### config.mk
export PLATFORM = sky130hd
export DESIGN_NAME = tab_expander_core
export DESIGN_NICKNAME = d
export VERILOG_FILES = /design/src/design/tec_pkg.sv /design/src/design/tec_front.sv /design/src/design/tec_queue.sv /design/src/design/tec_back.sv /design/src/design/tab_expander_core.sv
export VERILOG_INCLUDE_DIRS = /design/src /design/src/design
export SDC_FILE = /design/constraint.sdc
export NUM_CORES = 1
export LEC_CHECK = 0
export BUFFER_PORTS_ARGS = -buffer_cell sky130_fd_sc_hd__clkbuf_2
export CORE_AREA = 2 2 165 167
export DETAILED_ROUTE_END_ITERATION = 12
export DIE_AREA = 0 0 167 169
export GPL_TIMING_DRIVEN = 0
export PLACE_DENSITY_LB_ADDON = 0.15
export SLEW_MARGIN = 5
export SYNTH_ARGS = -nofsm -noshare
export SYNTH_HDL_FRONTEND = slang
export SYNTH_SLANG_ARGS = --single-unit
### constraint.sdc
create_clock -name clk_i -period 13.4 [get_ports clk_i]
set_clock_uncertainty 0.1 [all_clocks]
set_input_delay 4.02 -clock clk_i [delete_from_list [all_inputs] [get_ports clk_i]]
set_output_delay 4.02 -clock clk_i [all_outputs]
set_load 0.05 [all_outputs]
### src/design/tab_expander_core_macros.svh
// ----------------------------------------------------------------------------
// tab_expander_core_macros
// Assertion helpers used by the tab expander top level.
// ----------------------------------------------------------------------------
`ifndef TAB_EXPANDER_CORE_MACROS_SVH
`define TAB_EXPANDER_CORE_MACROS_SVH

// clocked assertion, not masked by reset
`define TEC_ASSERT_ALWAYS(lbl, prop, msg) \
  lbl: assert property (@(posedge clk_i) prop) else $error(msg);

// clocked assertion, masked while reset is held
`define TEC_ASSERT(lbl, prop, msg) \
  lbl: assert property (@(posedge clk_i) disable iff (!rst_ni) prop) else $error(msg);

`endif

### src/design/tec_pkg.sv
// ----------------------------------------------------------------------------
// tec_pkg
// Shared types, widths and symbol codes of the tab expander.
// ----------------------------------------------------------------------------
package tec_pkg;

  // payload widths
  localparam int SYM_W      = 21;
  localparam int CNT_W      = 12;
  localparam int STOP_W     = 12;
  localparam int CFG_IDX_W  = 3;
  localparam int CFG_DATA_W = 12;
  localparam int SCNT_W     = 3;

  // parameter defaults
  localparam int MAX_STOPS_DEF   = 6;
  localparam int COLUMN_BITS_DEF = 12;
  localparam int QUEUE_DEPTH_DEF = 2;

  // register indexes
  localparam logic [CFG_IDX_W-1:0] REG_INITIAL_ONLY = 3'd0;
  localparam logic [CFG_IDX_W-1:0] REG_STOP_COUNT   = 3'd1;
  localparam int                   REG_STOP_BASE    = 2;

  // register reset values
  localparam logic [STOP_W-1:0] STOP0_RST = 12'd8;
  localparam logic [STOP_W-1:0] STOPN_RST = 12'd4095;
  localparam logic [SCNT_W-1:0] SCNT_RST  = 3'd1;

  // control code points
  localparam logic [SYM_W-1:0] SYM_BS  = 21'd8;
  localparam logic [SYM_W-1:0] SYM_TAB = 21'd9;
  localparam logic [SYM_W-1:0] SYM_NL  = 21'd10;
  localparam logic [SYM_W-1:0] SYM_SP  = 21'd32;

  // symbol class decided by the front end
  typedef enum logic [2:0] {
    KIND_OTHER,
    KIND_TAB,
    KIND_BS,
    KIND_NL,
    KIND_SP
  } kind_e;

  typedef struct packed {
    logic [SYM_W-1:0] symbol;
    kind_e            kind;
  } item_t;

endpackage

### src/design/tec_front.sv
// ----------------------------------------------------------------------------
// tec_front
// Input stage: takes a symbol beat, classifies it and holds it for the queue.
// ----------------------------------------------------------------------------
module tec_front (
  input  logic                      clk_i,
  input  logic                      rst_ni,
  input  logic                      in_valid_i,
  output logic                      in_ready_o,
  input  logic [tec_pkg::SYM_W-1:0] in_symbol_i,
  output logic                      fe_valid_o,
  input  logic                      fe_ready_i,
  output tec_pkg::item_t            fe_item_o
);
  import tec_pkg::*;

  logic  valid_q, valid_d;
  item_t item_q;
  item_t item_cls;
  logic  take;

  // classify the incoming code point
  always_comb begin
    item_cls.symbol = in_symbol_i;
    case (in_symbol_i)
      SYM_TAB: item_cls.kind = KIND_TAB;
      SYM_BS:  item_cls.kind = KIND_BS;
      SYM_NL:  item_cls.kind = KIND_NL;
      SYM_SP:  item_cls.kind = KIND_SP;
      default: item_cls.kind = KIND_OTHER;
    endcase
  end

  // one-entry stage, refilled as it drains
  assign in_ready_o = !valid_q || fe_ready_i;
  assign take       = in_valid_i && in_ready_o;
  assign valid_d    = take || (valid_q && !fe_ready_i);

  always_ff @(posedge clk_i or negedge rst_ni) begin
    if (!rst_ni) begin
      valid_q <= 1'b0;
    end else begin
      valid_q <= valid_d;
    end
  end

  always_ff @(posedge clk_i) begin
    if (take) begin
      item_q <= item_cls;
    end
  end

  assign fe_valid_o = valid_q;
  assign fe_item_o  = item_q;

endmodule

### src/design/tec_queue.sv
// ----------------------------------------------------------------------------
// tec_queue
// Short FIFO of classified symbols between the front and back ends.
// ----------------------------------------------------------------------------
module tec_queue #(
  parameter int DEPTH = tec_pkg::QUEUE_DEPTH_DEF
) (
  input  logic           clk_i,
  input  logic           rst_ni,
  input  logic           push_valid_i,
  output logic           push_ready_o,
  input  tec_pkg::item_t push_item_i,
  output logic           pop_valid_o,
  input  logic           pop_ready_i,
  output tec_pkg::item_t pop_item_o
);
  import tec_pkg::*;

  localparam int PTR_W = (DEPTH > 1) ? $clog2(DEPTH) : 1;
  localparam int CNT_W_Q = $clog2(DEPTH + 1);
  localparam logic [PTR_W-1:0]   PTR_LAST = PTR_W'(DEPTH - 1);
  localparam logic [CNT_W_Q-1:0] CNT_FULL = CNT_W_Q'(DEPTH);

  item_t               mem_q [DEPTH];
  logic [PTR_W-1:0]    wr_ptr_q, wr_ptr_d;
  logic [PTR_W-1:0]    rd_ptr_q, rd_ptr_d;
  logic [CNT_W_Q-1:0]  count_q, count_d;
  logic                push, pop;

  assign push_ready_o = (count_q != CNT_FULL);
  assign pop_valid_o  = (count_q != '0);
  assign push         = push_valid_i && push_ready_o;
  assign pop          = pop_valid_o && pop_ready_i;
  assign pop_item_o   = mem_q[rd_ptr_q];

  // pointer and fill count update
  always_comb begin
    wr_ptr_d = wr_ptr_q;
    rd_ptr_d = rd_ptr_q;
    count_d  = count_q;
    if (push) begin
      wr_ptr_d = (wr_ptr_q == PTR_LAST) ? '0 : wr_ptr_q + PTR_W'(1);
    end
    if (pop) begin
      rd_ptr_d = (rd_ptr_q == PTR_LAST) ? '0 : rd_ptr_q + PTR_W'(1);
    end
    if (push && !pop) begin
      count_d = count_q + CNT_W_Q'(1);
    end else if (pop && !push) begin
      count_d = count_q - CNT_W_Q'(1);
    end
  end

  always_ff @(posedge clk_i or negedge rst_ni) begin
    if (!rst_ni) begin
      wr_ptr_q <= '0;
      rd_ptr_q <= '0;
      count_q  <= '0;
    end else begin
      wr_ptr_q <= wr_ptr_d;
      rd_ptr_q <= rd_ptr_d;
      count_q  <= count_d;
    end
  end

  // entry storage
  always_ff @(posedge clk_i) begin
    if (push) begin
      mem_q[wr_ptr_q] <= push_item_i;
    end
  end

endmodule

### src/design/tec_back.sv
// ----------------------------------------------------------------------------
// tec_back
// Execution end: holds configuration, column and line state, works out tab
// distances with a bit-serial remainder unit or a stop-by-stop search, and
// drives the result register.
// ----------------------------------------------------------------------------
module tec_back #(
  parameter int MAX_STOPS   = tec_pkg::MAX_STOPS_DEF,
  parameter int COLUMN_BITS = tec_pkg::COLUMN_BITS_DEF
) (
  input  logic                           clk_i,
  input  logic                           rst_ni,
  input  logic                           cfg_valid_i,
  input  logic [tec_pkg::CFG_IDX_W-1:0]  cfg_index_i,
  input  logic [tec_pkg::CFG_DATA_W-1:0] cfg_data_i,
  input  logic                           q_valid_i,
  output logic                           q_ready_o,
  input  tec_pkg::item_t                 q_item_i,
  output logic                           out_valid_o,
  input  logic                           out_ready_i,
  output logic [tec_pkg::SYM_W-1:0]      out_symbol_o,
  output logic [tec_pkg::CNT_W-1:0]      repeat_count_o
);
  import tec_pkg::*;

  localparam int WW     = (COLUMN_BITS > STOP_W) ? COLUMN_BITS : STOP_W;
  localparam int BIT_W  = $clog2(COLUMN_BITS);
  localparam int SIDX_W = (MAX_STOPS > 1) ? $clog2(MAX_STOPS) : 1;
  localparam logic [COLUMN_BITS-1:0] COL_MAX = '1;

  localparam logic [1:0] ST_IDLE = 2'd0;
  localparam logic [1:0] ST_DIV  = 2'd1;
  localparam logic [1:0] ST_SRCH = 2'd2;
  localparam logic [1:0] ST_FIN  = 2'd3;

  // saturating column advance
  function automatic logic [COLUMN_BITS-1:0] col_add(
    input logic [COLUMN_BITS-1:0] c,
    input logic [STOP_W-1:0]      d
  );
    logic [WW:0] s;
    s = (WW+1)'(c) + (WW+1)'(d);
    if (s > (WW+1)'(COL_MAX)) begin
      col_add = COL_MAX;
    end else begin
      col_add = s[COLUMN_BITS-1:0];
    end
  endfunction

  // configuration registers
  logic                initial_only_q;
  logic [SCNT_W-1:0]   stop_count_q;
  logic [STOP_W-1:0]   stops_q [MAX_STOPS];

  always_ff @(posedge clk_i or negedge rst_ni) begin
    if (!rst_ni) begin
      initial_only_q <= 1'b0;
      stop_count_q   <= SCNT_RST;
    end else if (cfg_valid_i) begin
      if (cfg_index_i == REG_INITIAL_ONLY) begin
        initial_only_q <= cfg_data_i[0];
      end
      if (cfg_index_i == REG_STOP_COUNT) begin
        stop_count_q <= cfg_data_i[SCNT_W-1:0];
      end
    end
  end

  for (genvar k = 0; k < MAX_STOPS; k++) begin : g_stop
    always_ff @(posedge clk_i or negedge rst_ni) begin
      if (!rst_ni) begin
        stops_q[k] <= (k == 0) ? STOP0_RST : STOPN_RST;
      end else if (cfg_valid_i && (cfg_index_i == CFG_IDX_W'(REG_STOP_BASE + k))) begin
        stops_q[k] <= cfg_data_i[STOP_W-1:0];
      end
    end
  end

  // working state
  logic [1:0]             state_q, state_d;
  logic [COLUMN_BITS-1:0] column_q, column_d;
  logic                   line_start_q, line_start_d;
  logic [COLUMN_BITS-1:0] col_sh_q, col_sh_d;
  logic [STOP_W-1:0]      rem_q, rem_d;
  logic [BIT_W-1:0]       bit_cnt_q, bit_cnt_d;
  logic [SIDX_W-1:0]      sidx_q, sidx_d;
  logic [STOP_W-1:0]      dist_q, dist_d;
  logic                   out_valid_q, out_valid_d;
  logic [SYM_W-1:0]       out_sym_q, out_sym_d;
  logic [CNT_W-1:0]       out_cnt_q, out_cnt_d;

  // effective stop count and interval
  logic [SCNT_W-1:0] n_eff;
  logic              interval_mode;
  logic [STOP_W-1:0] iv;

  always_comb begin
    if (stop_count_q == '0) begin
      n_eff = SCNT_W'(1);
    end else if (stop_count_q > SCNT_W'(MAX_STOPS)) begin
      n_eff = SCNT_W'(MAX_STOPS);
    end else begin
      n_eff = stop_count_q;
    end
  end

  assign interval_mode = (n_eff == SCNT_W'(1));
  assign iv            = (stops_q[0] == '0) ? STOP_W'(1) : stops_q[0];

  // one remainder bit per cycle
  logic [STOP_W:0]   div_t;
  logic [STOP_W:0]   div_sub;
  logic [STOP_W-1:0] rem_nx;

  always_comb begin
    div_t   = {rem_q, col_sh_q[COLUMN_BITS-1]};
    div_sub = div_t - {1'b0, iv};
    rem_nx  = (div_t >= {1'b0, iv}) ? div_sub[STOP_W-1:0] : div_t[STOP_W-1:0];
  end

  // one listed stop compared per cycle
  logic [STOP_W-1:0] cur_stop;
  logic              stop_hit;
  logic              stop_last;
  logic [WW-1:0]     stop_diff;
  logic [SCNT_W-1:0] sidx_ext;

  always_comb begin
    cur_stop  = stops_q[sidx_q];
    stop_hit  = WW'(column_q) < WW'(cur_stop);
    stop_diff = WW'(cur_stop) - WW'(column_q);
    sidx_ext  = SCNT_W'(sidx_q);
    stop_last = (sidx_ext == n_eff - SCNT_W'(1));
  end

  // handshake on both sides
  logic slot_free;
  logic expand;

  assign slot_free = !out_valid_q || out_ready_i;
  assign expand    = line_start_q || !initial_only_q;
  assign q_ready_o = (state_q == ST_IDLE) && ((q_item_i.kind == KIND_TAB) || slot_free);

  // sequencer
  always_comb begin
    state_d      = state_q;
    column_d     = column_q;
    line_start_d = line_start_q;
    col_sh_d     = col_sh_q;
    rem_d        = rem_q;
    bit_cnt_d    = bit_cnt_q;
    sidx_d       = sidx_q;
    dist_d       = dist_q;
    out_valid_d  = out_valid_q && !out_ready_i;
    out_sym_d    = out_sym_q;
    out_cnt_d    = out_cnt_q;

    case (state_q)
      ST_IDLE: begin
        if (q_valid_i && q_ready_o) begin
          case (q_item_i.kind)
            KIND_TAB: begin
              if (interval_mode) begin
                col_sh_d  = column_q;
                rem_d     = '0;
                bit_cnt_d = BIT_W'(COLUMN_BITS - 1);
                state_d   = ST_DIV;
              end else begin
                sidx_d  = '0;
                state_d = ST_SRCH;
              end
            end
            KIND_BS: begin
              line_start_d = 1'b0;
              if (column_q != '0) begin
                column_d = column_q - COLUMN_BITS'(1);
              end
              out_valid_d = 1'b1;
              out_sym_d   = q_item_i.symbol;
              out_cnt_d   = CNT_W'(1);
            end
            KIND_NL: begin
              line_start_d = 1'b1;
              column_d     = '0;
              out_valid_d  = 1'b1;
              out_sym_d    = q_item_i.symbol;
              out_cnt_d    = CNT_W'(1);
            end
            KIND_SP: begin
              column_d    = col_add(column_q, STOP_W'(1));
              out_valid_d = 1'b1;
              out_sym_d   = q_item_i.symbol;
              out_cnt_d   = CNT_W'(1);
            end
            default: begin
              line_start_d = 1'b0;
              column_d     = col_add(column_q, STOP_W'(1));
              out_valid_d  = 1'b1;
              out_sym_d    = q_item_i.symbol;
              out_cnt_d    = CNT_W'(1);
            end
          endcase
        end
      end
      ST_DIV: begin
        col_sh_d = col_sh_q << 1;
        rem_d    = rem_nx;
        if (bit_cnt_q == '0) begin
          dist_d  = iv - rem_nx;
          state_d = ST_FIN;
        end else begin
          bit_cnt_d = bit_cnt_q - BIT_W'(1);
        end
      end
      ST_SRCH: begin
        if (stop_hit) begin
          dist_d  = stop_diff[STOP_W-1:0];
          state_d = ST_FIN;
        end else if (stop_last) begin
          dist_d  = STOP_W'(1);
          state_d = ST_FIN;
        end else begin
          sidx_d = sidx_q + SIDX_W'(1);
        end
      end
      ST_FIN: begin
        if (slot_free) begin
          column_d    = col_add(column_q, dist_q);
          out_valid_d = 1'b1;
          out_sym_d   = expand ? SYM_SP : SYM_TAB;
          out_cnt_d   = expand ? CNT_W'(dist_q) : CNT_W'(1);
          state_d     = ST_IDLE;
        end
      end
      default: begin
        state_d = ST_IDLE;
      end
    endcase
  end

  always_ff @(posedge clk_i or negedge rst_ni) begin
    if (!rst_ni) begin
      state_q      <= ST_IDLE;
      column_q     <= '0;
      line_start_q <= 1'b1;
      out_valid_q  <= 1'b0;
    end else begin
      state_q      <= state_d;
      column_q     <= column_d;
      line_start_q <= line_start_d;
      out_valid_q  <= out_valid_d;
    end
  end

  // datapath registers
  always_ff @(posedge clk_i) begin
    col_sh_q  <= col_sh_d;
    rem_q     <= rem_d;
    bit_cnt_q <= bit_cnt_d;
    sidx_q    <= sidx_d;
    dist_q    <= dist_d;
    out_sym_q <= out_sym_d;
    out_cnt_q <= out_cnt_d;
  end

  assign out_valid_o    = out_valid_q;
  assign out_symbol_o   = out_sym_q;
  assign repeat_count_o = out_cnt_q;

endmodule

### src/design/tab_expander_core.sv
// ----------------------------------------------------------------------------
// tab_expander_core
// Expands tabs in a stream of code points into (symbol, repeat count) beats.
// ----------------------------------------------------------------------------
// Every input beat gives exactly one result beat. Ordinary symbols, spaces,
// backspaces and newlines are taken in the back end's idle state, so a run
// of them flows at one beat per cycle while the output is taken. A tab with
// a single repeating stop goes through a remainder state and a finish state:
// the column is reduced modulo the interval by a remainder unit that settles
// one bit per cycle. A tab with a list of stops goes through a search state
// that compares the stops in use one per cycle until the next stop is found.
// A front stage and a short queue take new beats while a tab is worked out,
// and the result register lets one beat wait at the output. Configuration
// writes are taken in any cycle but must only be issued while the block is
// idle; there is no clearing pass after reset.
`include "tab_expander_core_macros.svh"

module tab_expander_core #(
  parameter int MAX_STOPS   = tec_pkg::MAX_STOPS_DEF,
  parameter int COLUMN_BITS = tec_pkg::COLUMN_BITS_DEF,
  parameter int QUEUE_DEPTH = tec_pkg::QUEUE_DEPTH_DEF
) (
  input  logic                           clk_i,
  input  logic                           rst_ni,
  input  logic                           cfg_valid_i,
  output logic                           cfg_ready_o,
  input  logic [tec_pkg::CFG_IDX_W-1:0]  cfg_index_i,
  input  logic [tec_pkg::CFG_DATA_W-1:0] cfg_data_i,
  input  logic                           in_valid_i,
  output logic                           in_ready_o,
  input  logic [tec_pkg::SYM_W-1:0]      in_symbol_i,
  output logic                           out_valid_o,
  input  logic                           out_ready_i,
  output logic [tec_pkg::SYM_W-1:0]      out_symbol_o,
  output logic [tec_pkg::CNT_W-1:0]      repeat_count_o
);
  import tec_pkg::*;

  logic  fe_valid, fe_ready;
  item_t fe_item;
  logic  bq_valid, bq_ready;
  item_t bq_item;

  // registers are always writable
  assign cfg_ready_o = 1'b1;

  // front end
  tec_front u_front (
    .clk_i       (clk_i),
    .rst_ni      (rst_ni),
    .in_valid_i  (in_valid_i),
    .in_ready_o  (in_ready_o),
    .in_symbol_i (in_symbol_i),
    .fe_valid_o  (fe_valid),
    .fe_ready_i  (fe_ready),
    .fe_item_o   (fe_item)
  );

  // decoupling queue
  tec_queue #(
    .DEPTH (QUEUE_DEPTH)
  ) u_queue (
    .clk_i        (clk_i),
    .rst_ni       (rst_ni),
    .push_valid_i (fe_valid),
    .push_ready_o (fe_ready),
    .push_item_i  (fe_item),
    .pop_valid_o  (bq_valid),
    .pop_ready_i  (bq_ready),
    .pop_item_o   (bq_item)
  );

  // back end
  tec_back #(
    .MAX_STOPS   (MAX_STOPS),
    .COLUMN_BITS (COLUMN_BITS)
  ) u_back (
    .clk_i          (clk_i),
    .rst_ni         (rst_ni),
    .cfg_valid_i    (cfg_valid_i),
    .cfg_index_i    (cfg_index_i),
    .cfg_data_i     (cfg_data_i),
    .q_valid_i      (bq_valid),
    .q_ready_o      (bq_ready),
    .q_item_i       (bq_item),
    .out_valid_o    (out_valid_o),
    .out_ready_i    (out_ready_i),
    .out_symbol_o   (out_symbol_o),
    .repeat_count_o (repeat_count_o)
  );

  // checks
  `TEC_ASSERT(a_count_nonzero, out_valid_o |-> (repeat_count_o != '0), "zero repeat count")
  `TEC_ASSERT(a_single_unless_space, (out_valid_o && (out_symbol_o != SYM_SP)) |-> (repeat_count_o == CNT_W'(1)), "repeated non-space symbol")
  `TEC_ASSERT(a_front_holds, (fe_valid && !fe_ready) |=> (fe_valid && $stable(fe_item)), "front beat lost while queue full")

endmodule
==> flow_summary_export.csv <==
group,metric,value,unit
status,status,"finished clean",
clocking,cts_made_buffers,27,
route,avgViaCountPerCell,5.61,
critical_path,crit_buf_inv,2,
clocking,cts.sinks,245,
global_routing,grt_max_degree,98,
yosys,synth-seq-area-share,0.535,
yosys,yosysWarnings,0,
yosys,synth_top_area_cell,"edfxtp_1",
global_routing,grt_overflow_total,0,
route,wl,29000,um
yosys,synth-xor-area-share,0.0337,
yosys,yosys-top-cells-area,"edfxtp_1 (34%), dfstp_2 (13%), dfrtp_1 (6.6%)",
clocking,cts-resized-gates,0,
yosys,syn-instance-count,1102,
route,top_layer,"met4",
placement,dpl.hpwl,21500,um
layout,synthToLayoutAreaGrowth,13.4,%
yosys,syn_avg_cell_area,11.8,um^2
sta,finalSetupTns,0,ns
floorplanning,coreArea,26500,um^2
yosys,synth-simple-area-share,0.108,
yosys,synth_edf_count,148,
global_routing,grt_pass1_wl,46800,um
route,vias,8792,
route,firstDrtPassIters,6,
floorplanning,initial_core_util,0.490,
clocking,clockBufferDepth,3,
sta,worst_pin_slew,1.22,ns
route,wire_per_inst,18.5,um
placement,finalWeightedCongestion,0.877,
placement,port_buffers,75,
layout,fillers,2316,
yosys,synthAdderAreaFrac,0.0636,
layout,final_util,0.556,
job,drv_cap,0,
sta,fin_crit_sh,0.422,
route,wl_met2,14000,um
layout,layout.nets,1310,
sta,hold_viol,0,
yosys,synth_compound_area_frac,0.117,
clocking,insertion_delay,0.52,ns
floorplanning,ios,77,
min_path,hp-class,"flop to flop",
clocking,cts_root_buf,"clkbuf_16",
clocking,cts.clk_slew.worst_paths,0.06,ns
clocking,postCtsHoldBufs,0,
critical_path,cp-end-kind,"flop",
critical_path,path_max_fanout,10,
sta,setup_viol,0,
clocking,cts_setup_buffers,0,
critical_path,worstSetupStartpointType,"flop",
floorplanning,rows,60,
sta,rsz0062_at_grt,"false",
floorplanning,die-area,28200,um^2
sta,min_period,5.66,ns
yosys,muxShareOfSynthArea,0.113,
critical_path,worstSetupPathType,"flop to flop",
yosys,netlist_area,13000,um^2
clocking,h-tree-depth,1,
yosys,ys_ff_latch,245,
critical_path,cp_slowest_stage_delay,0.49,ns
sta,max_slew_margin,0.189,
route,remaining_drc_errors,0,
route,drt_iter0_markers,476,
critical_path,cp_data_required_time,13.56,ns
global_routing,antenna_found_initial,0,
critical_path,worstPathArrival,5.82,ns
layout,antenna_cells,0,
route,drt-met1-wl,13300,um
yosys,synthFlopType,"edfxtp_1",
critical_path,worstPathCellList,"nor3_1 -> a31oi_1 -> inv_1 -> ha_1 -> nand2b_1 -> a21o_1 -> a21oi_1 -> o21ai_0 -> nand2_1 -> buf_2 -> o21ai_0 -> ha_1 -> nor2b_1 -> o21ai_0 -> nand2b_1 -> a21o_1 -> o221ai_1 -> a21boi_0 -> or3_1 -> a32o_1",
route,ant_nets,0,
yosys,syn_nets,1205,
floorplanning,die_x,167,um
layout,layout-drive-gt1-share,0.245,
sta,drv_slew,0,
floorplanning,die_h,169,um
sta,worst_hold_slack,0.337,ns
yosys,yosysMostFrequentCell,"edfxtp_1",
yosys,synth_top_family_by_area,"compound AO/OA/AOI/OAI gates",
yosys,synthArstFlopShare,0.396,
clocking,cts_tree,"built",
global_routing,grt_pass1_vias,8907,
critical_path,critical_path.slowest_cell,"o21ai_0",
route,dr_wl_met3,1100,um
critical_path,cp_common_cell,"o21ai_0",
sta,max_freq,177,MHz
critical_path,crit_family,"compound AO/OA/AOI/OAI gates",
yosys,yosys-top-cells-count,"edfxtp_1 (148), nand2_1 (90), nor2_1 (82)",
placement,place_inst,1519,
layout,layout.cells.non_filler,1568,
yosys,synth_cell_types,80,
yosys,synth_top_area_share,0.342,
global_routing,grt_use_total,0.206,
worst register-to-register path, cell delays in order, from the launching register on:
cell and delay, ns:
dfrtp_1 0.47, nor3_1 0.38, a31oi_1 0.21, inv_1 0.13, ha_1 0.17, nand2b_1 0.13, a21o_1 0.16, a21oi_1 0.13
o21ai_0 0.49, nand2_1 0.45, buf_2 0.33, o21ai_0 0.27, ha_1 0.33, nor2b_1 0.15, o21ai_0 0.18, nand2b_1 0.11
a21o_1 0.23, o221ai_1 0.24, a21boi_0 0.16, or3_1 0.33, a32o_1 0.26
stage by stage:
step | worst slack (ns) | instance area (um^2)
after floorplan | 7.15 | 13000
after CTS | 7.76 | 14700
after global routing | 7.36 | 14700
after detailed placement | 7.48 | 13900
after global placement | 6.01 | 13800
final | 7.74 | 14700
metal layers:
layer  up-vias  GRT usage
li1       4276          -
met1      4316      0.279
met2       170      0.360
met3        30     0.0248
met4         0     0.0431
met5         -          0
worst paths after layout:
| path | startpoint | to | slack (ns) | cells past startpoint |
|---|---|---|---|---|
| max | u_back.stops_q[71] | u_back.dist_q[8] | 7.74 | 20 |
| min | u_front.fe_item_o[9] | u_queue.mem_q[0][9] | 0.34 | 0 |
| max reg2reg | u_back.stops_q[71] | u_back.dist_q[8] | 7.74 | 20 |
| min reg2reg | u_front.fe_item_o[9] | u_queue.mem_q[0][9] | 0.34 | 0 |
| max in group asynchronous | rst_ni | u_back.column_q[9] | 9.14 | 1 |
| min in group asynchronous | rst_ni | u_back.stops_q[64] | 3.50 | 1 |
state kept, by name, summed over array words and instances (netlist names), 2 cells and up:
register and cells:
u_back.stops_q 72, u_queue.mem_q 48, u_front.fe_item_o 24, u_back.out_symbol_o 21, u_back.col_sh_q 12, u_back.column_q 12, u_back.dist_q 12, u_back.rem_q 12
u_back.repeat_count_o 12, u_back.bit_cnt_q 4, u_back.sidx_ext 3, u_back.stop_count_q 3, u_back.state_q 2, u_queue.count_q 2
cells by family (layout without fill, tap and decap cells):
group,count (synthesis),after routing
AOI/OAI and AO/OA,230,230
xor gates and xnor gates,50,50
adders and majority gates,64,64
buffers and inverters,98,223
DFF,245,245
muxes,123,123
other,1,1
and+or+nand+nor,291,291
layout by cell type, fill, tap and decap left out, types with 11 or more instances in the layout:
cell type,Yosys,layout
mux4_2,12,12
inv_1,51,51
clkbuf_2,0,74
o221ai_1,11,11
a21o_1,14,14
nand2b_1,15,15
nor3_1,16,16
xnor2_1,34,34
edfxtp_1,148,148
dfstp_2,63,63
nor2_1,82,80
xor2_1,16,16
mux2_2,67,67
nand3_1,11,11
mux2i_1,43,43
clkbuf_1,27,36
clkbuf_16,0,27
o21ai_0,69,69
a21oi_1,52,51
dfrtp_1,34,34
ha_1,58,58
and2_1,15,15
nand2_1,90,90
cell type report:
type / instances / area [um^2] / area share
Sequential cell: 245 / 6950 / 0.472
Clock inverter: 10 / 124 / 0.00841
Tap cell: 341 / 427 / 0.0290
Inverter: 53 / 199 / 0.0135
Buffer: 45 / 188 / 0.0127
Clock buffer: 39 / 751 / 0.0510
Multi-Input combinational cell: 759 / 5680 / 0.386
Timing Repair Buffer: 76 / 412 / 0.0280
Power is not shown: default switching activity piles up to over one toggle a cycle in this logic, so the estimate is an artifact.
